$ cat src/design/lpc_pkg.sv
// Shared types and constants for the lidar polar-to-cartesian filter.
package lpc_pkg;

   localparam int BEAM_W     = 10;
   localparam int RANGE_W    = 16;
   localparam int COEF_W     = 16;
   localparam int POS_W      = 16;
   localparam int MARGIN_W   = 10;
   localparam int FIELD_W    = 15;
   localparam int RING_W     = 32;
   localparam int POINT_W    = 18;
   localparam int CSR_IDX_W  = 3;
   localparam int CSR_DATA_W = 32;

   localparam int POINT_MAX = 131071;
   localparam int POINT_MIN = -131072;

   localparam logic OP_LOAD   = 1'b0;
   localparam logic OP_SAMPLE = 1'b1;

   typedef enum logic [CSR_IDX_W-1:0] {
      CSR_SENSOR_POS_X = 3'd0,
      CSR_SENSOR_POS_Y = 3'd1,
      CSR_MAX_RANGE    = 3'd2,
      CSR_EDGE_MARGIN  = 3'd3,
      CSR_FIELD_SIZE_X = 3'd4,
      CSR_FIELD_SIZE_Y = 3'd5,
      CSR_RING_MIN_SQ  = 3'd6,
      CSR_RING_MAX_SQ  = 3'd7
   } csr_index_type;

   localparam logic signed [POS_W-1:0] RST_SENSOR_POS_X = 16'sd0;
   localparam logic signed [POS_W-1:0] RST_SENSOR_POS_Y = 16'sd0;
   localparam logic [RANGE_W-1:0]      RST_MAX_RANGE    = 16'd4000;
   localparam logic [MARGIN_W-1:0]     RST_EDGE_MARGIN  = 10'd0;
   localparam logic [FIELD_W-1:0]      RST_FIELD_SIZE_X = 15'd3000;
   localparam logic [FIELD_W-1:0]      RST_FIELD_SIZE_Y = 15'd2000;
   localparam logic [RING_W-1:0]       RST_RING_MIN_SQ  = 32'd0;
   localparam logic [RING_W-1:0]       RST_RING_MAX_SQ  = 32'hFFFF_FFFF;

   // per-request control that rides along the pipeline
   typedef struct packed {
      logic              calibrate;
      logic              in_range;
      logic [BEAM_W-1:0] beam_index;
   } sample_ctl_type;

endpackage

$ cat src/design/lpc_place.sv
// Stage 3: signed offsets plus sensor position, and squared offsets for the ring.
module lpc_place import lpc_pkg::*; #(
   parameter int QW = 17,
   parameter int XW = QW + 2
) (
   input  logic                      clock,
   input  logic                      reset,
   input  logic                      enable,
   input  logic                      valid_in,
   input  sample_ctl_type            ctl_in,
   input  logic [QW-1:0]             mag_x,
   input  logic [QW-1:0]             mag_y,
   input  logic                      neg_x,
   input  logic                      neg_y,
   input  logic signed [POS_W-1:0]   pos_x,
   input  logic signed [POS_W-1:0]   pos_y,
   output logic                      valid_out,
   output sample_ctl_type            ctl_out,
   output logic signed [XW-1:0]      point_x,
   output logic signed [XW-1:0]      point_y,
   output logic [2*QW-1:0]           sq_x,
   output logic [2*QW-1:0]           sq_y
);

   logic signed [QW:0]    dx, dy;
   logic signed [XW-1:0]  x_in, y_in;
   logic [2*QW-1:0]       sq_x_in, sq_y_in;

   logic                  valid_ff;
   sample_ctl_type        ctl_ff;
   logic signed [XW-1:0]  x_ff, y_ff;
   logic [2*QW-1:0]       sq_x_ff, sq_y_ff;

   assign dx      = neg_x ? -$signed({1'b0, mag_x}) : $signed({1'b0, mag_x});
   assign dy      = neg_y ? -$signed({1'b0, mag_y}) : $signed({1'b0, mag_y});
   assign x_in    = XW'(dx) + XW'(pos_x);
   assign y_in    = XW'(dy) + XW'(pos_y);
   assign sq_x_in = (2*QW)'(mag_x) * (2*QW)'(mag_x);
   assign sq_y_in = (2*QW)'(mag_y) * (2*QW)'(mag_y);

   always_ff @(posedge clock) begin
      if (reset) begin
         valid_ff <= 1'b0;
      end else if (enable) begin
         valid_ff <= valid_in;
      end
   end

   always_ff @(posedge clock) begin
      if (enable) begin
         ctl_ff  <= ctl_in;
         x_ff    <= x_in;
         y_ff    <= y_in;
         sq_x_ff <= sq_x_in;
         sq_y_ff <= sq_y_in;
      end
   end

   assign valid_out = valid_ff;
   assign ctl_out   = ctl_ff;
   assign point_x   = x_ff;
   assign point_y   = y_ff;
   assign sq_x      = sq_x_ff;
   assign sq_y      = sq_y_ff;

endmodule

$ cat config.mk
export PLATFORM = sky130hd
export DESIGN_NAME = lpc_place
export DESIGN_NICKNAME = d
export VERILOG_FILES = /design/src/design/lpc_pkg.sv /design/src/design/lpc_place.sv
export SDC_FILE = /design/constraint.sdc
export NUM_CORES = 1
export LEC_CHECK = 0
export ABC_AREA = 1
export ABC_CLOCK_PERIOD_IN_PS = 7200
export BUFFER_PORTS_ARGS = -buffer_cell sky130_fd_sc_hd__buf_2
export CAP_MARGIN = 20
export CORE_ASPECT_RATIO = 0.9
export CORE_MARGIN = 3
export CORE_UTILIZATION = 58
export DETAILED_ROUTE_END_ITERATION = 8
export GPL_TIMING_DRIVEN = 0
export PLACE_DENSITY = 0.78
export SLEW_MARGIN = 5
export SYNTH_ARGS = -nofsm -noshare
export SYNTH_HDL_FRONTEND = slang
export SYNTH_SLANG_ARGS = --single-unit
$ cat constraint.sdc
create_clock -name clock -period 7.2 [get_ports clock]
set_input_delay 1.44 -clock clock [delete_from_list [all_inputs] [get_ports clock]]
set_output_delay 1.44 -clock clock [all_outputs]
set_load 0.02 [all_outputs]
Word-level counts from Yosys, hierarchy flattened
Cells that the tools add are included.
{"block": "word_totals", "register_bits": 119, "ram_bits": 0, "input_bits": 84, "latch_bits": 0, "mem_bits_ro": 0, "elab_cells": 16, "output_inout_bits": 119, "mem_count": 0}
{"block": "classes", "n_bitwise": 0, "shifts": 0, "eq_ne": 0, "div_mod_pow": 0, "n_addsub": 4, "n_mux": 2, "mul": 2, "order_cmp": 0, "n_reduce_logical": 0}
{"operator": "multiplier 17 x 17 -> 34 bit", "n": 2}
{"operator": "adder 18 x 16 -> 19 bit", "n": 2}
{"operator": "two-way mux 18 bit", "n": 2}
{"operator": "negator 17 -> 18 bit", "n": 2}

Longest topological paths before layout
{"block": "logic_depth", "depth_word": 3, "depth_mapped": 26, "depth_no_buf": 24}

Worst setup path before layout
OpenSTA, ideal clock, no wires.
{"block": "synth_path", "path_type": "input to register", "start": "input port mag_y[14]", "end": "register sq_y_ff[32], in the netlist sq_y[32], data pin", "cell_stages": 21, "path_slack_ns": 0.715, "setup_ns": 0.252, "t_required_ns": 6.948, "path_buffers": 2, "arrival_ns": 6.233, "cell_sequence": "clkbuf_1 -> buf_1 -> nand2_1 -> fa_1 -> fa_1 -> inv_1 -> fa_1 -> fa_1 -> fa_1 -> inv_1 -> fa_1 -> inv_1 -> ha_1 -> a21oi_1 -> nand2_1 -> nand2_1 -> nand2_1 -> a21oi_1 -> nand2_1 -> nand2_1 -> nand2_1"}
{"block": "synth_via", "elab_chain_len": 1}
{"element": "start: declaration", "line_no": "lpc_place.sv:12", "rtl": "input logic [QW-1:0] mag_y,"}
{"element": "multiplier 17 x 17 -> 34 bit", "line_no": "lpc_place.sv:39", "rtl": "assign sq_y_in = (2*QW)'(mag_y) * (2*QW)'(mag_y);"}
{"element": "named net sq_y_in[32]", "line_no": "lpc_place.sv:27", "rtl": "logic [2*QW-1:0] sq_x_in, sq_y_in;"}
{"element": "end signal: assignment", "line_no": "lpc_place.sv:55", "rtl": "sq_y_ff <= sq_y_in;"}
{"element": "end: declaration", "line_no": "lpc_place.sv:32", "rtl": "logic [2*QW-1:0] sq_x_ff, sq_y_ff;"}
The timed path passes the listed nets, and every way through them passes these cells.
A chain may end at the register's enable or synchronous reset.

Final worst setup path
{"block": "layout_path", "start": "input port mag_y[8]", "end": "register sq_y_ff[33], in the netlist sq_y[33], data pin"}
Same word-level chain as after synthesis.

==> impl_results.md <==
* DRT iter0 DRCs at 1870
* Seq/Total Area, Yosys at 0.143
* Synth unique cells at 45
* Syn-to-layout area delta at 9.11%
* Global-route wire length before repair at 108000 um
* Synthesized area per cell at 7.83 um2
* FF-to-FF End: valid_out
* Synth top area share at 0.312
* Top post-synthesis cells by area: fa_1 (31%), edfxtp_1 (14%), inv_1 (13%)
* Clk sinks at 117
* FF-to-FF path depth at 2
* DR vias at 20100
* Finished Core Util at 0.650
* Total CTS buffers at 17
* Routed WL at 64800 um
* Hold Fails Final Rpt at 0
* Starting Density at 0.596
* Height of the chip at 201 um
* Nets at 4062
* Worst stage delay on the critical path at 0.60 ns
* Core area at 41200 um2
* Clk_skew at 0 ns
* Io pins at 203
* Crit path launch type: primary input
* CP max-delay cell: fa_1
* Post-place setup slack at -0.385 ns
* First drt pass iteration count at 7
* Die Wd at 223 um
* GRT Residual Overflow at 0
* Clock latency on the worst-skew pair at 0.46 ns
* Crit share post-route at 0.962
* Hold crit path type: reg2reg
* CTS tree: done
* Initial antenna violation count at 0
* Clk buf depth at 2
* RSZ-0062 raised after global routing: no
* Post-Syn Area at 24500 um2
* Root buffer cell: clkbuf_16
* Hold_sp: valid_out
* Number of placement rows at 70
* Max-Cap Viols at 0
* Via density at 5.18
* Setup WS post-layout at 0.271 ns
* Syn Inst Count at 3130
* Number of global-route vias before repair at 21200
* Final setup viols at 0
* R2r setup slk at 6.61 ns
* CP dominant cell by count: nand2_1
* Maximum fanout along the worst path at 10
* Final slew viol count at 0
* Relative slew slack at 0.453
* Final critical-path required period at 6.93 ns
* Largest net degree at the start of global routing at 67
* GRT Util Overall at 0.305
* H-tree levels at 4
* # port buffers at 191
* Hold EP: valid_out
* Die area at 44800 um2
* CP Capture Type: flip-flop
* Max Clock Freq at 0.144 GHz
* Multi-input logic area at 17300 um2
* Layout cells sized above 1 at 0.0932
* Outcome: finished clean
* Hold Slack at 0.516 ns
* # DRC at 0
* Routed Antenna Nets at 0
* Post-DP HPWL at 55400 um
* Synthesized flop and latch total at 117
* Clock transition at the registers of the reported paths at 0.06 ns
* RR Startpoint: valid_out
* FF+latch area at 3500 um2
* Critical-path cell list: buf_2, buf_1, nand2_1, fa_1, inv_1, fa_1, inv_1, fa_1, inv_1, fa_1, fa_1, inv_1, fa_1, inv_1, ha_1, nand2_1, inv_1, nand2_1, nor3_1, nand2_1, nand2_1, nand2_1, nand3_1, nand2_1
* ANT cells at 0
* Worst-Margin Slew at 0.820 ns
* Drt wl/cell at 16.7 um
* Worst Path Arrival at 7.14 ns
* CP Class: in2reg
* Yosys warns at 0
* Worst EP required at 7.41 ns
* Launch point of the worst path: mag_y[8]
* Worst hold stages at 2
* Filler instances at 3484
* GPL Wtd Cong at 1.01
* Post-synth top area cell: fa_1
==> per-layer routing <==
layer / vias to the layer above / part of all wire / global-route usage
li1: 9546 / - / -
met1: 9590 / 0.42 / 0.416
met2: 886 / 0.44 / 0.473
met3: 95 / 0.12 / 0.100
met4: 0 / 0.020 / 0.0758
met5: - / 0 / 0
==> worst max-delay path by stage <==
| stage | to | slack, ns | depth (start not counted) |
|---|---|---|---|
| 6_report | sq_y[33] | 0.27 | 24 |
| 5_1_grt | sq_y[33] | 0.004 | 23 |
| 4_1_cts | sq_y[33] | 0.10 | 24 |
| 3_5_place_dp | sq_y[33] | -0.38 | 24 |
| 3_3_place_gp | sq_y[33] | -0.31 | 23 |
| 2_1_floorplan | sq_y[32] | 0.72 | 21 |
==> worst max-delay path, delay by kind of cell <==
kind | cells | cell delay [ns]
fa+ha+maj | 7 | 3.44
buf+inv | 8 | 1.18
simple gates | 9 | 1.07
==> final cells by class <==
cell class,count,share of cell area
repair buffers,192,0.0370
clock buffers,19,0.0162
inverters,893,0.126
clock inverters,13,0.00589
plain buffers,67,0.0129
well taps,540,0.0253
flip-flops and latches,117,0.131
multi-input cells,2045,0.646
==> metrics by stage <==
stage	std cells	TNS, ns	cell area [um2]
floorplan	3131	0	24500
global placement	3862	-5.85	26100
detailed placement	3863	-7.79	26200
CTS	3895	0	26800
global route	3886	0	26700
finish	3886	0	26700
==> cell usage after synthesis, drive strengths merged <==
library cell  number
inv              891
nand2            864
fa               382
ha               263
nor2             161
edfxtp           116
nand3            114
xor2              82
a21oi             73
buf               54
clkbuf            22
o21ai             22
xnor2             20
nand4             15
o21bai            13
nor3              12
a21o               7
or2                7
a31oi              2
clkinv             2
nand3b             2
conb               1
dfxtp              1
mux2i              1
nor4               1
o211ai             1
o31ai              1
==> logic make-up after synthesis <==
kind of cell,count (synthesis),synth area share
other cells,1,0.000153
xor+xnor,102,0.0364
flops,117,0.143
buf+inv,969,0.152
compound gates,119,0.0276
simple gates,1176,0.194
mux,1,0.000408
fa+ha+maj,645,0.446
==> placed cells by master (no fill, tap or decap), types with 4 or more instances in the layout <==
cell | Yosys | final
buf_6 | 5 | 6
nand2_2 | 8 | 8
edfxtp_1 | 116 | 116
or2_2 | 6 | 6
buf_1 | 21 | 11
inv_2 | 9 | 9
clkinv_4 | 1 | 4
nor2_2 | 11 | 11
xor2_1 | 82 | 82
inv_1 | 881 | 881
buf_4 | 5 | 5
nand4_1 | 15 | 15
nor3_1 | 10 | 10
fa_1 | 382 | 382
o21ai_0 | 17 | 17
nor2_1 | 149 | 149
o21bai_1 | 12 | 12
buf_2 | 23 | 213
ha_1 | 263 | 263
nand3_2 | 6 | 6
nand2_1 | 856 | 856
clkbuf_2 | 2 | 7
clkbuf_16 | 0 | 17
clkbuf_1 | 20 | 18
a21oi_1 | 73 | 73
xnor2_1 | 20 | 20
a21o_1 | 7 | 7
nand3_1 | 107 | 107
==> timing repair <==
action | CTS | global route
gates resized for setup | 0 | 6
setup endpoints to repair | 0 | 33
setup buffers | 0 | 0
hold buffers | 0 | 0
==> state kept, by name (all words and copies together), names as in the netlist <==
register and cells:
ctl_out 12, point_x 19, point_y 19, sq_x 33, sq_y 33, valid_out 1
Power is not shown: default switching activity piles up to over one toggle a cycle in this logic, so the estimate is an artifact.
