$ cat config.mk
export PLATFORM = sky130hd
export DESIGN_NAME = lpc_scale
export DESIGN_NICKNAME = d
export VERILOG_FILES = /design/src/design/lpc_pkg.sv /design/src/design/lpc_scale.sv
export SDC_FILE = /design/constraint.sdc
export NUM_CORES = 1
export LEC_CHECK = 0
export ABC_AREA = 1
export BUFFER_PORTS_ARGS = -buffer_cell sky130_fd_sc_hd__buf_2
export CAP_MARGIN = 0
export CORE_MARGIN = 3
export CORE_UTILIZATION = 55
export DETAILED_ROUTE_END_ITERATION = 6
export GPL_TIMING_DRIVEN = 0
export MAX_ROUTING_LAYER = met4
export PLACE_DENSITY = 0.73
export SYNTH_ARGS = -nofsm -noshare
export SYNTH_HDL_FRONTEND = slang
export SYNTH_SLANG_ARGS = --single-unit
$ cat constraint.sdc
create_clock -name clock -period 9.5 [get_ports clock]
set_input_delay 1.9 -clock clock [delete_from_list [all_inputs] [get_ports clock]]
set_output_delay 1.9 -clock clock [all_outputs]
set_load 0.01 [all_outputs]
$ cat src/design/lpc_pkg.sv
// Shared types and constants for the lidar polar-to-cartesian filter.
package lpc_pkg;

   localparam int BEAM_W     = 10;
   localparam int RANGE_W    = 16;
   localparam int COEF_W     = 16;
   localparam int POS_W      = 16;
   localparam int MARGIN_W   = 10;
   localparam int FIELD_W    = 15;
   localparam int RING_W     = 32;
   localparam int POINT_W    = 18;
   localparam int CSR_IDX_W  = 3;
   localparam int CSR_DATA_W = 32;

   localparam int POINT_MAX = 131071;
   localparam int POINT_MIN = -131072;

   localparam logic OP_LOAD   = 1'b0;
   localparam logic OP_SAMPLE = 1'b1;

   typedef enum logic [CSR_IDX_W-1:0] {
      CSR_SENSOR_POS_X = 3'd0,
      CSR_SENSOR_POS_Y = 3'd1,
      CSR_MAX_RANGE    = 3'd2,
      CSR_EDGE_MARGIN  = 3'd3,
      CSR_FIELD_SIZE_X = 3'd4,
      CSR_FIELD_SIZE_Y = 3'd5,
      CSR_RING_MIN_SQ  = 3'd6,
      CSR_RING_MAX_SQ  = 3'd7
   } csr_index_type;

   localparam logic signed [POS_W-1:0] RST_SENSOR_POS_X = 16'sd0;
   localparam logic signed [POS_W-1:0] RST_SENSOR_POS_Y = 16'sd0;
   localparam logic [RANGE_W-1:0]      RST_MAX_RANGE    = 16'd4000;
   localparam logic [MARGIN_W-1:0]     RST_EDGE_MARGIN  = 10'd0;
   localparam logic [FIELD_W-1:0]      RST_FIELD_SIZE_X = 15'd3000;
   localparam logic [FIELD_W-1:0]      RST_FIELD_SIZE_Y = 15'd2000;
   localparam logic [RING_W-1:0]       RST_RING_MIN_SQ  = 32'd0;
   localparam logic [RING_W-1:0]       RST_RING_MAX_SQ  = 32'hFFFF_FFFF;

   // per-request control that rides along the pipeline
   typedef struct packed {
      logic              calibrate;
      logic              in_range;
      logic [BEAM_W-1:0] beam_index;
   } sample_ctl_type;

endpackage

$ cat src/design/lpc_scale.sv
// Stage 2: coefficient magnitude times range, scaled down by the fraction bits.
module lpc_scale import lpc_pkg::*; #(
   parameter int FRAC = 15,
   parameter int QW   = 32 - FRAC
) (
   input  logic                       clock,
   input  logic                       reset,
   input  logic                       enable,
   input  logic                       valid_in,
   input  sample_ctl_type             ctl_in,
   input  logic [RANGE_W-1:0]         range_in,
   input  logic signed [COEF_W-1:0]   cos_in,
   input  logic signed [COEF_W-1:0]   sin_in,
   output logic                       valid_out,
   output sample_ctl_type             ctl_out,
   output logic [QW-1:0]              mag_x,
   output logic [QW-1:0]              mag_y,
   output logic                       neg_x,
   output logic                       neg_y
);

   logic [COEF_W-1:0]   abs_cos, abs_sin;
   logic [2*COEF_W-1:0] prod_x, prod_y;

   logic           valid_ff;
   sample_ctl_type ctl_ff;
   logic [QW-1:0]  mag_x_ff, mag_y_ff;
   logic           neg_x_ff, neg_y_ff;

   // the most negative coefficient maps to 2^15, which fits unsigned
   assign abs_cos = cos_in[COEF_W-1] ? COEF_W'(-cos_in) : COEF_W'(cos_in);
   assign abs_sin = sin_in[COEF_W-1] ? COEF_W'(-sin_in) : COEF_W'(sin_in);
   assign prod_x  = (2*COEF_W)'(abs_cos) * (2*COEF_W)'(range_in);
   assign prod_y  = (2*COEF_W)'(abs_sin) * (2*COEF_W)'(range_in);

   always_ff @(posedge clock) begin
      if (reset) begin
         valid_ff <= 1'b0;
      end else if (enable) begin
         valid_ff <= valid_in;
      end
   end

   always_ff @(posedge clock) begin
      if (enable) begin
         ctl_ff   <= ctl_in;
         mag_x_ff <= prod_x[2*COEF_W-1:FRAC];
         mag_y_ff <= prod_y[2*COEF_W-1:FRAC];
         neg_x_ff <= cos_in[COEF_W-1];
         neg_y_ff <= sin_in[COEF_W-1];
      end
   end

   assign valid_out = valid_ff;
   assign ctl_out   = ctl_ff;
   assign mag_x     = mag_x_ff;
   assign mag_y     = mag_y_ff;
   assign neg_x     = neg_x_ff;
   assign neg_y     = neg_y_ff;

endmodule

After elaboration in Yosys (flattened, before gate mapping)
Index checks and enable logic that the tools add are counted.
{"block": "word_totals", "elab_cells": 14, "mem_count": 0, "mem_bits_ro": 0, "mem_bits_rw": 0, "latch_bits": 0, "inputBits": 64, "regBits": 49, "out_inout_bits": 49}
{"block": "classes", "n_reduce_logical": 0, "shift": 0, "muxes": 2, "n_bitwise": 0, "n_addsub": 2, "mul": 2, "n_lt_le_gt_ge": 0, "eq_ne": 0, "div_mod_pow": 0}
{"cell": "$mul A16 B16 Y32", "count": 2}
{"cell": "$mux W16", "count": 2}
{"cell": "$neg A16 Y16", "count": 2}

Depth between registers and ports, before layout
{"block": "depth", "word_depth": 3, "mapped_depth": 36, "depth_no_buf": 34}

Worst setup path after synthesis
No wires, ideal clock.
{"block": "synth_timing", "kind": "input to register", "startpoint": "input cos_in[0]", "endpoint": "register mag_x_ff[15] (netlist: mag_x[15]), data pin", "required_ps": 9248, "arrival_ps": 7676, "path_buffers": 2, "setup_slack_ps": 1572, "cell_stages": 33, "setup_ps": 252, "cell_sequence": "buf_2 > clkbuf_1 > inv_1 > ha_1 > inv_1 > nor3_2 > inv_1 > nor2_1 > nand2_1 > xor2_1 > nand2_1 > nand2_1 > inv_2 > nand2_1 > fa_1 > fa_1 > inv_1 > fa_1 > fa_1 > fa_1 > inv_1 > fa_1 > inv_1 > ha_1 > a21o_1 > nand2_1 > nand2_1 > a21oi_1 > nor2_1 > nor3_1 > nand2_1 > nand2_1 > nand2_1"}
{"block": "synth_via", "elab_chain_len": 3}
{"item": "start: declaration", "line_no": "lpc_scale.sv:12", "source": "input logic signed [COEF_W-1:0] cos_in,"}
{"item": "$neg A16 Y16", "line_no": "lpc_scale.sv:31", "source": "assign abs_cos = cos_in[COEF_W-1] ? COEF_W'(-cos_in) : COEF_W'(cos_in);"}
{"item": "$mux W16 (*)", "line_no": "lpc_scale.sv:31"}
{"item": "$mul A16 B16 Y32 (*)", "line_no": "lpc_scale.sv:33", "source": "assign prod_x = (2*COEF_W)'(abs_cos) * (2*COEF_W)'(range_in);"}
{"item": "via prod_x[30]", "line_no": "lpc_scale.sv:23", "source": "logic [2*COEF_W-1:0] prod_x, prod_y;"}
{"item": "end signal: assignment", "line_no": "lpc_scale.sv:47", "source": "mag_x_ff <= prod_x[2*COEF_W-1:FRAC];"}
{"item": "end: declaration", "line_no": "lpc_scale.sv:27", "source": "logic [QW-1:0] mag_x_ff, mag_y_ff;"}
Mark *: on every way through the listed nets, which the timed path passes. The rest lies on a longest branch.
A chain may end at the register's enable or synchronous reset.

Worst setup path in the final report
{"block": "layout_timing", "startpoint": "input sin_in[0]", "endpoint": "register mag_y_ff[16] (netlist: mag_y[16]), data pin"}
{"block": "layout_via", "elab_chain_len": 3}
{"item": "start: declaration", "line_no": "lpc_scale.sv:13", "source": "input logic signed [COEF_W-1:0] sin_in,"}
{"item": "$neg A16 Y16", "line_no": "lpc_scale.sv:32", "source": "assign abs_sin = sin_in[COEF_W-1] ? COEF_W'(-sin_in) : COEF_W'(sin_in);"}
{"item": "$mux W16 (*)", "line_no": "lpc_scale.sv:32"}
{"item": "$mul A16 B16 Y32 (*)", "line_no": "lpc_scale.sv:34", "source": "assign prod_y = (2*COEF_W)'(abs_sin) * (2*COEF_W)'(range_in);"}
{"item": "via prod_y[31]", "line_no": "lpc_scale.sv:23"}
{"item": "end signal: assignment", "line_no": "lpc_scale.sv:48", "source": "mag_y_ff <= prod_y[2*COEF_W-1:FRAC];"}
{"item": "end: declaration", "line_no": "lpc_scale.sv:27"}
Marked as above.

==> results.md <==
- Most used cell, CP: fa_1
- Final Util: 59.7%
- Met3 Use GR: under 10%
- Ys async rst share: 0%
- Synth Area per Inst: 7.87 um^2
- Achievable clock frequency: 0.110 GHz
- Iteration count of the initial detailed-routing pass: 6
- Worst-path clk slew: 0.08 ns
- Sequential-to-total area share from yosys stat: 7.53%
- Synthesized area: around 19000 um^2
- Data required, critical path: 9.58 ns
- Worst hold path type: register to register
- Share of the synthesized area in the top cell type: 39.8%
- RSZ-0062 raised after global routing: no
- Grt met1 use: 45.2%
- Gate Count Post-Synth: 2466
- Crit Path Category: primary input to register
- Placed Cells: 3028
- Critical path data arrival time: 9.17 ns
- Dpl hpwl: about 50000 um
- Remaining global-route overflow: 0
- Die width: approximately 190 um
- Commonest non-fill, non-tap cell in the layout: inv_1
- Synth top area cells: fa_1 40%, ha_1 13%, inv_1 11%
- Area grow syn2layout: 6.51%
- DRT antenna net count: 0
- Vias post-DR: 16700
- Synth Warn #: 0
- H-tree level count: 2
- Ys flop type: edfxtp_1
- Setup TNS: 0 ns
- Clk sinks: 49
- Largest net degree at the start of global routing: 50
- Max incr delay on CP: 0.98 ns
- Cell taking the most area after synthesis: fa_1
- Post-CTS setup buffer count: 0
- Final hold vios: 0
- Starting Density: 56.0%
- Maximum clock insertion buffer count: 2
- Post-synth EDFFs: 48
- Maxcap violations: 0
- Mapped Nets: ~3100
- Die height: 194 um
- Vias in the first global route: 16900
- Resize count post-CTS: 0
- Status: finished, final reports clean
- Crit-path slowest cell: xnor2_1
- Drt drc: 0
- Rows: 68
- Routability-driven placement congestion ratio: 0.979
- Clk Tree Root Cell: clkbuf_16
- Grt peak-use layer: met2
- DR iter-0 viols: 1360
- CTS tree: yes
- Antenna violations before repair: 2
- Ports: 113
- IO Port Bufs: 107
- Synth Register Bits: 49
- Worst slew pin tran: 1.35 ns
- Crit. End Element: register
- Cts bufs inserted: 5
- Setup violations, final: 0
- Skew-Pair Late Insertion Delay: between 0.3 and 0.4 ns
- Final instance count without filler cells: 3038
- Most frequent cells in the layout: 592 x inv_1, 537 x nand2_1, 386 x fa_1
- Worst Path Max Fanout: 9
- Post-synthesis cell type count: 45
- Max Slew Vio Count: 0
- Gr usage total: 32.7%
- Tmin final: 9.09 ns
- Crit start category: primary input
- Routed length per placed instance: 19.2 um
- Global-route wire length before repair: 92000 um
- DIE AREA: 37600 um^2
- DR vias/cell: ~5.5
- Crit share post-route: 95.7%
- GR met2 Demand/Resource: 47.6%
- Share of cells above drive strength 1: 6.74%
- Nets@finish: approximately 3200
- Cts hold-fix bufs: 0
- Core Region: 34600 um^2
- Clk_skew: 0 ns
- Worst slew margin: about a tenth
- Total Routed Length: 58300 um
## layout make-up
cell class	count	area, um^2
diodes	2	5.00
plain buffers	63	265
clock buffers	5	125
clock inverters	3	28.8
fillers	3312	14000
inverters	608	2280
multi-input cells	1746	15400
flip-flops and latches	49	1460
well taps	455	569
repair buffers	107	536
## synthesized netlist by cell type, types with 2 or more instances
cell and instances:
clkinv_1 11, nor3_2 4, o21bai_1 9, nand2_2 22, nand3_1 72, nand2_4 2
a21oi_1 84, xnor2_1 4, a21boi_0 4, clkbuf_1 46, o21a_1 3, o21ai_2 3
o21ai_1 2, xor2_1 20, nand3b_1 5, nand4_1 11, o21ai_0 43, nand2_1 537
nor4_1 2, inv_2 5, nor2_1 276, ha_1 204, fa_1 386, buf_4 2
and2_1 2, buf_1 3, a31oi_1 2, a21o_1 8, buf_2 11, edfxtp_1 48
nand3_2 4, nor3_1 27, inv_1 592
## through the flow
step           setup WS [ns]  cell area, um^2  hold slack [ns]
5_1_grt               0.0117            20700            0.573
3_3_place_gp           0.242            20500            0.476
4_1_cts                0.559            20700            0.504
2_1_floorplan           1.57            19400            0.528
3_5_place_dp           0.248            20500            0.485
6_report               0.408            20700            0.497
## worst max-delay path, delay by kind of cell
family,cells,cell delay [ns]
AND/OR/NAND/NOR,7,0.75
AO/OA/AOI/OAI,3,1.02
XOR/XNOR,1,0.98
adder cells (fa/ha/maj),8,3.40
buffers and inverters,6,1.10
## worst paths after layout
| kind | start | endpoint | slack [ns] | cells past startpoint |
|---|---|---|---|---|
| max | sin_in[0] | mag_y[16] | 0.41 | 25 |
| min | valid_out | valid_out | 0.50 | 2 |
| max reg2reg | valid_out | valid_out | 8.91 | 2 |
| min reg2reg | valid_out | valid_out | 0.50 | 2 |
## sequential cells by signal, indices dropped and copies added (netlist names)
register	cells
mag_x	17
mag_y	17
ctl_out	12
neg_x	1
neg_y	1
valid_out	1
## routing by layer
metal  vias to the layer above  share of wire [%]
met5                         -                  0
li1                       7568                  -
met2                       800                 43
met4                         0                3.8
met3                       128                 12
met1                      8191                 41
## cell families (layout without fill, tap and decap cells)
logic type	after synthesis	in the layout	synth area share (%)
adder cells (fa/ha/maj)	590	590	53.0
AND/OR/NAND/NOR	969	969	20.5
AO/OA/AOI/OAI	162	162	4.75
buffers and inverters	671	786	13.1
XOR/XNOR	24	24	1.08
other	0	2	0
flip-flops	49	49	7.53
multiplexers	1	1	0.0516
Power is left out: the tool's default activity adds up to more than one toggle a clock period on the data nets, which glitch-free logic cannot reach.
