File: config.mk
export PLATFORM = sky130hd
export DESIGN_NAME = lpc_filter
export DESIGN_NICKNAME = d
export VERILOG_FILES = /design/src/design/lpc_pkg.sv /design/src/design/lpc_filter.sv
export SDC_FILE = /design/constraint.sdc
export NUM_CORES = 1
export LEC_CHECK = 0
export BUFFER_PORTS_ARGS = -buffer_cell sky130_fd_sc_hd__buf_4
export CAP_MARGIN = 20
export CORE_MARGIN = 2
export CORE_UTILIZATION = 45
export CTS_CLUSTER_SIZE = 30
export DETAILED_ROUTE_END_ITERATION = 10
export GPL_ROUTABILITY_DRIVEN = 0
export PLACE_DENSITY_LB_ADDON = 0.2
export SLEW_MARGIN = 10
export SYNTH_ARGS = -nofsm -noshare
export SYNTH_HDL_FRONTEND = slang
export SYNTH_SLANG_ARGS = --single-unit
File: constraint.sdc
create_clock -name clock -period 6.29 [get_ports clock]
set_input_delay 1.887 -clock clock [delete_from_list [all_inputs] [get_ports clock]]
set_output_delay 1.887 -clock clock [all_outputs]
set_load 0.03 [all_outputs]
File: src/design/lpc_pkg.sv
// Shared types and constants for the lidar polar-to-cartesian filter.
package lpc_pkg;

   localparam int BEAM_W     = 10;
   localparam int RANGE_W    = 16;
   localparam int COEF_W     = 16;
   localparam int POS_W      = 16;
   localparam int MARGIN_W   = 10;
   localparam int FIELD_W    = 15;
   localparam int RING_W     = 32;
   localparam int POINT_W    = 18;
   localparam int CSR_IDX_W  = 3;
   localparam int CSR_DATA_W = 32;

   localparam int POINT_MAX = 131071;
   localparam int POINT_MIN = -131072;

   localparam logic OP_LOAD   = 1'b0;
   localparam logic OP_SAMPLE = 1'b1;

   typedef enum logic [CSR_IDX_W-1:0] {
      CSR_SENSOR_POS_X = 3'd0,
      CSR_SENSOR_POS_Y = 3'd1,
      CSR_MAX_RANGE    = 3'd2,
      CSR_EDGE_MARGIN  = 3'd3,
      CSR_FIELD_SIZE_X = 3'd4,
      CSR_FIELD_SIZE_Y = 3'd5,
      CSR_RING_MIN_SQ  = 3'd6,
      CSR_RING_MAX_SQ  = 3'd7
   } csr_index_type;

   localparam logic signed [POS_W-1:0] RST_SENSOR_POS_X = 16'sd0;
   localparam logic signed [POS_W-1:0] RST_SENSOR_POS_Y = 16'sd0;
   localparam logic [RANGE_W-1:0]      RST_MAX_RANGE    = 16'd4000;
   localparam logic [MARGIN_W-1:0]     RST_EDGE_MARGIN  = 10'd0;
   localparam logic [FIELD_W-1:0]      RST_FIELD_SIZE_X = 15'd3000;
   localparam logic [FIELD_W-1:0]      RST_FIELD_SIZE_Y = 15'd2000;
   localparam logic [RING_W-1:0]       RST_RING_MIN_SQ  = 32'd0;
   localparam logic [RING_W-1:0]       RST_RING_MAX_SQ  = 32'hFFFF_FFFF;

   // per-request control that rides along the pipeline
   typedef struct packed {
      logic              calibrate;
      logic              in_range;
      logic [BEAM_W-1:0] beam_index;
   } sample_ctl_type;

endpackage

File: src/design/lpc_filter.sv
// Stage 4: field or ring checks, saturation and the response register.
module lpc_filter import lpc_pkg::*; #(
   parameter int QW = 17,
   parameter int XW = QW + 2
) (
   input  logic                      clock,
   input  logic                      reset,
   input  logic                      enable,
   input  logic                      valid_in,
   input  sample_ctl_type            ctl_in,
   input  logic signed [XW-1:0]      point_x,
   input  logic signed [XW-1:0]      point_y,
   input  logic [2*QW-1:0]           sq_x,
   input  logic [2*QW-1:0]           sq_y,
   input  logic [MARGIN_W-1:0]       edge_margin,
   input  logic [FIELD_W-1:0]        field_size_x,
   input  logic [FIELD_W-1:0]        field_size_y,
   input  logic [RING_W-1:0]         ring_min_sq,
   input  logic [RING_W-1:0]         ring_max_sq,
   output logic                      valid_out,
   output logic signed [POINT_W-1:0] out_x,
   output logic signed [POINT_W-1:0] out_y,
   output logic                      out_ok,
   output logic [BEAM_W-1:0]         out_index
);

   localparam int CW = XW + 1;
   localparam int DW = 2 * QW + 1;

   function automatic logic signed [POINT_W-1:0] saturate(input logic signed [XW-1:0] v);
      logic signed [XW-1:0] hi, lo;
      hi = $signed(XW'(POINT_MAX));
      lo = $signed(XW'(POINT_MIN));
      if (v > hi) begin
         return $signed(POINT_W'(POINT_MAX));
      end else if (v < lo) begin
         return $signed(POINT_W'(POINT_MIN));
      end
      return POINT_W'(v);
   endfunction

   logic signed [CW-1:0] margin_s, hi_x, hi_y, x_c, y_c;
   logic [DW-1:0]        dist_sq;
   logic                 field_ok, ring_ok, ok_in;

   logic                      valid_ff;
   logic signed [POINT_W-1:0] x_ff, y_ff;
   logic                      ok_ff;
   logic [BEAM_W-1:0]         index_ff;

   assign margin_s = CW'($signed({1'b0, edge_margin}));
   assign hi_x     = CW'($signed({1'b0, field_size_x})) - margin_s;
   assign hi_y     = CW'($signed({1'b0, field_size_y})) - margin_s;
   assign x_c      = CW'(point_x);
   assign y_c      = CW'(point_y);
   // borders are inclusive; an inset wider than the field rejects everything
   assign field_ok = (x_c >= margin_s) && (x_c <= hi_x) &&
                     (y_c >= margin_s) && (y_c <= hi_y);

   assign dist_sq  = DW'(sq_x) + DW'(sq_y);
   assign ring_ok  = (dist_sq >= DW'(ring_min_sq)) && (dist_sq <= DW'(ring_max_sq));

   assign ok_in    = ctl_in.in_range && (ctl_in.calibrate ? ring_ok : field_ok);

   always_ff @(posedge clock) begin
      if (reset) begin
         valid_ff <= 1'b0;
      end else if (enable) begin
         valid_ff <= valid_in;
      end
   end

   always_ff @(posedge clock) begin
      if (enable) begin
         x_ff     <= ok_in ? saturate(point_x) : '0;
         y_ff     <= ok_in ? saturate(point_y) : '0;
         ok_ff    <= ok_in;
         index_ff <= ctl_in.beam_index;
      end
   end

   assign valid_out = valid_ff;
   assign out_x     = x_ff;
   assign out_y     = y_ff;
   assign out_ok    = ok_ff;
   assign out_index = index_ff;

endmodule
### Word-level counts from Yosys, hierarchy flattened

Index checks and enable logic that the tools add are counted.
Widths: inputs -> output; s select.

| word-level totals | value |
|---|---|
| word-level logic and storage cells | 36 |
| output and inout bits | 48 |
| register bits | 48 |
| input port bits | 226 |

| cells by class | value |
|---|---|
| muxes and demuxes | 13 |
| reduce and logical (&&, ||, !) cells | 5 |
| $lt $le $gt $ge | 10 |
| add/subtract/negate cells | 3 |

Operators by type and width:

| operator | number |
|---|---|
| $mux 18 | 6 |
| $ge 19x11->1 | 2 |
| $gt 19x18->1 const B | 2 |
| $le 19x16->1 | 2 |
| $lt 19x18->1 const B | 2 |
| $add 34x34->35 | 1 |
| $ge 35x32->1 | 1 |
| $le 35x32->1 | 1 |
| $sub 15x10->16 | 2 |
| $mux 1 | 7 |
| $logic_and 1x1->1 | 5 |

### Depth between registers and ports, before layout

| depth | value |
|---|---|
| word-level depth | 7 |
| depth in mapped cells | 22 |

### Worst setup path after synthesis

OpenSTA, ideal clock, no wires.

| timing | value |
|---|---|
| path type | input-to-reg |
| start point | input port edge_margin[1] |
| end point | register x_ff[5], in the netlist out_x[5], data pin |
| stages | 18 |
| arrival time | 6023 ps |
| data required time | 6123 ps |
| path slack | 100 ps |
| buffers on the path | 1 |
| path through | inv_1 > ha_1 > nor2b_1 > o21ai_0 > a21oi_1 > o21ai_0 > a21oi_1 > a31o_2 > or4_1 > ha_1 > a21o_1 > a2111oi_2 > and3_1 > a221oi_1 > or4b_1 > nor3b_1 > buf_4 > a211oi_1 |

| between the ends | value |
|---|---|
| cells in the longest elaborated chain, start to end | 7 |
| elaborated cells between the ends (all ways) | 11 |

RTL lines:

| item | line | text |
|---|---|---|
| start: declaration | lpc_filter.sv:15 | `input logic [MARGIN_W-1:0] edge_margin,` |
| $sub 15x10->16 | lpc_filter.sv:52 | `assign hi_x = CW'($signed({1'b0, field_size_x})) - margin_s;` |
| $le 19x16->1 | lpc_filter.sv:57 | `assign field_ok = (x_c >= margin_s) && (x_c <= hi_x) &&` |
| $logic_and 1x1->1 (2 in a row) | lpc_filter.sv:57 |  |
| $logic_and 1x1->1 (*) | lpc_filter.sv:58 | `(y_c >= margin_s) && (y_c <= hi_y);` |
| $mux 1 (*) | lpc_filter.sv:63 | `assign ok_in = ctl_in.in_range && (ctl_in.calibrate ? ring_ok : field_ok);` |
| $logic_and 1x1->1 (*) | lpc_filter.sv:63 |  |
| end signal: assignment | lpc_filter.sv:75 | `x_ff <= ok_in ? saturate(point_x) : '0;` |
| end: declaration | lpc_filter.sv:47 | `logic signed [POINT_W-1:0] x_ff, y_ff;` |

Mark *: on every way between the ends. The rest lies on a longest branch, timed or not.
A chain may end at the register's enable or synchronous reset.

### Worst setup path in the final report

| timing | value |
|---|---|
| start point | input port sq_x[9] |
| end point | register x_ff[0], in the netlist out_x[0], data pin |

| between the ends | value |
|---|---|
| cells in the longest elaborated chain, start to end | 5 |
| elaborated cells between the ends (all ways) | 6 |

RTL lines:

| item | line | text |
|---|---|---|
| start: declaration | lpc_filter.sv:13 | `input logic [2*QW-1:0] sq_x,` |
| $add 34x34->35 (*) | lpc_filter.sv:60 | `assign dist_sq = DW'(sq_x) + DW'(sq_y);` |
| $ge 35x32->1 or $le 35x32->1 (tied branches) | lpc_filter.sv:61 | `assign ring_ok = (dist_sq >= DW'(ring_min_sq)) && (dist_sq <= DW'(ring_max_sq));` |
| $logic_and 1x1->1 (*) | lpc_filter.sv:61 |  |
| $mux 1 (*) | lpc_filter.sv:63 |  |
| $logic_and 1x1->1 (*) | lpc_filter.sv:63 |  |

Marks and branches as above.

==> impl_metrics.py <==
metrics = {
    "layout": {
        "drive_gt1_share_pct": 33.1,
        "final_common_cell": "buf_4",
        "fin_area_um2": 11200,
        "area_delta_synth_final_pct": 40.6,
        "antenna_cells": 0,
        "layout_common_cells": "buf_4 (356), ha_1 (176), inv_1 (104)",
        "nets": 1700,
    },
    "global_route": {
        "grt_max_degree": 49,
        "grt-ovfl-total": 0,
        "grt_pass1_wl_um": 37600,
        "grt_pass1_vias": 7822,
        "track_usage_pct": 25.3,
        "grt_antenna_before_repair": 0,
    },
    "floorplanning": {
        "rows": 48,
        "die_w_um": 137,
        "ios": 274,
        "die_area_um2": 18700,
        "core-area_um2": 17300,
        "die_h_um": 137,
        "start_util_pct": 46.0,
    },
    "clock_network": {
        "numCtsBuffers": 5,
        "htreeDepth": 2,
        "path_clk_slew_ps": 60,
        "clkSinkCount": 48,
        "clock_latency_ps": 290,
        "root_buffer": "clkbuf_16",
        "cts_buffer_depth": 2,
        "cts_tree": "yes",
        "cts_hold_buf": 0,
    },
    "run_status": {
        "outcome": "finished clean",
    },
    "synth": {
        "synthXorXnorAreaFrac_pct": 5.51,
        "synth_adder_area_share_pct": 30.0,
        "synth-edff-count": 47,
        "syn_area_um2": 7950,
        "synthMuxAreaShare_pct": 0.126,
        "yosysSeqAreaShare_pct": 18.0,
        "synthArstFlopShare_pct": 0,
        "synth_top_family_by_area": "adder cells",
        "synth.distinct_cells": 73,
        "synthCells": 947,
        "synth_compound_area_share_pct": 20.9,
        "ys.flop_type": "edfxtp_1",
        "yosys.area_share.simple_pct": 19.2,
        "yosys_warnings": 0,
        "synth_seq_cells": 48,
        "avgSynthCellArea_um2": 8.40,
        "synth.net_count": 1352,
    },
    "sta": {
        "fmax_mhz": 164,
        "period_needed_ps": 6080,
        "skew_ps": 0,
        "holdWs_ps": 536,
        "max_slew_margin_pct": 56.9,
        "tightest_slew_ps": 647,
        "setup_ws_ps": 208,
        "maxSlewViolCount": 0,
        "finalSetupViolations": 0,
        "min_period_over_period_pct": 96.7,
        "hold_viol": 0,
    },
    "drt": {
        "drt_iter0_markers": 362,
        "wl_per_cell_um": 16.2,
        "drc": 0,
        "drt.antenna.violating_nets": 0,
        "viasPerCell": 5.43,
        "drt_wl_total_um": 24700,
        "vias": 8253,
        "first_pass_iters": 5,
    },
    "setup_path": {
        "critPathSlowestCell": "a2111o_1",
        "critPathKind": "primary input to flop",
        "path_cells": "buf_4 -> ha_1 -> and4_1 -> and3_1 -> nand2_1 -> a2111o_1 -> a21oi_1 -> o21ai_1 -> a311o_1 -> xnor2_1 -> ha_1 -> nand3_1 -> o221ai_1 -> a21oi_1 -> o31ai_1 -> a211oi_1 -> buf_4 -> nor3_4 -> a21boi_4 -> buf_12 -> a211oi_1",
        "required_ps": 6310,
        "critPathMaxStageDelay_ps": 430,
        "worstPathArrival_ps": 6100,
        "end_kind": "flop",
        "startpoint_type": "primary input",
        "reg2reg_depth": 2,
        "crit_fanout": 21,
    },
    "power": {
        "clkPwrFrac_pct": 18.1,
        "p_int_mw": 1.05,
        "switching_share_pct": 38.6,
        "p_switching_mw": 0.661,
        "p_leak_nw": 5.47,
        "p_seq_share_pct": 22.2,
        "ir_drop_uv": 111,
        "power_mw": 1.71,
        "pwr-share-comb_pct": 59.7,
        "powerDensity_nw_per_um2": 153,
    },
    "placed_design": {
        "dpl_cell_area_um2": 10900,
        "dp_hpwl_um": 21300,
        "dpl_worst_slack_ps": -419,
        "port-buffer-count": 273,
    },
    "worst_hold_path": {
        "min_path_cells": 2,
        "hp-class": "flop to flop",
    },
    "job": {
        "maxCapViolCount": 0,
    },
}
-- per-stage QoR --
step	TNS (ps)	cells	util [%]
2_1_floorplan	0	947	-
3_3_place_gp	-13930	1512	62.9
3_5_place_dp	-13190	1512	62.9
4_1_cts	0	1520	63.9
5_1_grt	-6.32	1521	64.6
6_report	0	1521	64.6
-- power groups by stage --
stage	Sequential, mW	Clock [mW]	Combinational [mW]
4_1_cts	0.381	0.316	1.00
3_3_place_gp	0.387	0	0.971
2_1_floorplan	0.427	0	0.548
5_1_grt	0.382	0.327	1.14
6_report	0.381	0.309	1.02
3_5_place_dp	0.387	0	0.993
-- flip-flops by register name, summed over array words and instances, names as in the netlist --
register   count
valid_out      1
out_ok         1
out_x         18
out_index     10
out_y         18
-- cell type report --
cell class                      count  area, um2
Multi-Input combinational cell    775       6150
Fill cell                        1514       6120
Timing Repair Buffer              360       2750
Sequential cell                    48       1430
Inverter                          105        394
Tap cell                          225        282
Clock buffer                        5        125
Clock inverter                      3       42.5
-- synth_stat cells, types with 10 or more instances --
cell	instances	area, um2
a21oi_1	94	470
xor2_1	14	123
ha_1	176	2200
nor3_2	16	160
a211oi_1	22	165
nand3_1	20	100
a21o_1	24	180
xnor2_1	36	315
edfxtp_1	47	1410
nand4_1	21	131
nand2_1	58	218
nand2b_1	13	81.3
maj3_1	12	120
nor3_1	10	50.1
inv_1	105	394
clkbuf_1	11	41.3
nor2_1	79	297
o21ai_0	46	230
-- path summary, 6_finish.rpt --
| path | from | to | slack [ps] |
|---|---|---|---|
| setup / recovery | sq_x[9] | out_x[0]$_SDFFCE_PN0P_ | 210 |
| hold / removal | valid_out$_SDFFE_PP0P_ | valid_out$_SDFFE_PP0P_ | 540 |
| setup reg to reg | valid_out$_SDFFE_PP0P_ | valid_out$_SDFFE_PP0P_ | 5690 |
| hold reg to reg | valid_out$_SDFFE_PP0P_ | valid_out$_SDFFE_PP0P_ | 540 |
-- timing repair --
action | CTS | global route
pin swaps | 0 | 14
setup endpoints to repair | 34 | 34
gates resized for setup | 3 | 28
buffers inserted | 0 | 1
-- layer usage --
metal	track usage (%)	wire length, um	vias up
met5	0	0	-
met4	8.71	795	0
met2	42.8	11500	281
met1	32.5	10700	3740
li1	-	-	4180
met3	4.30	1730	52
-- critical path, delay by kind of cell --
family	cells	cell delay [ps]
buffers and inverters	3	490
AND/OR/NAND/NOR	5	600
adder cells (fa/ha/maj)	2	680
XOR/XNOR	1	340
AO/OA/AOI/OAI	10	2090
-- kinds of logic (layout without fill, tap and decap cells) --
family,after synthesis,in the layout
simple gates,277,277
buf+inv,124,473
xor+xnor,50,50
mux,1,1
flops,48,48
compound gates,256,256
fa+ha+maj,191,191
No activity file was read; power rests on OpenSTA's default activity.
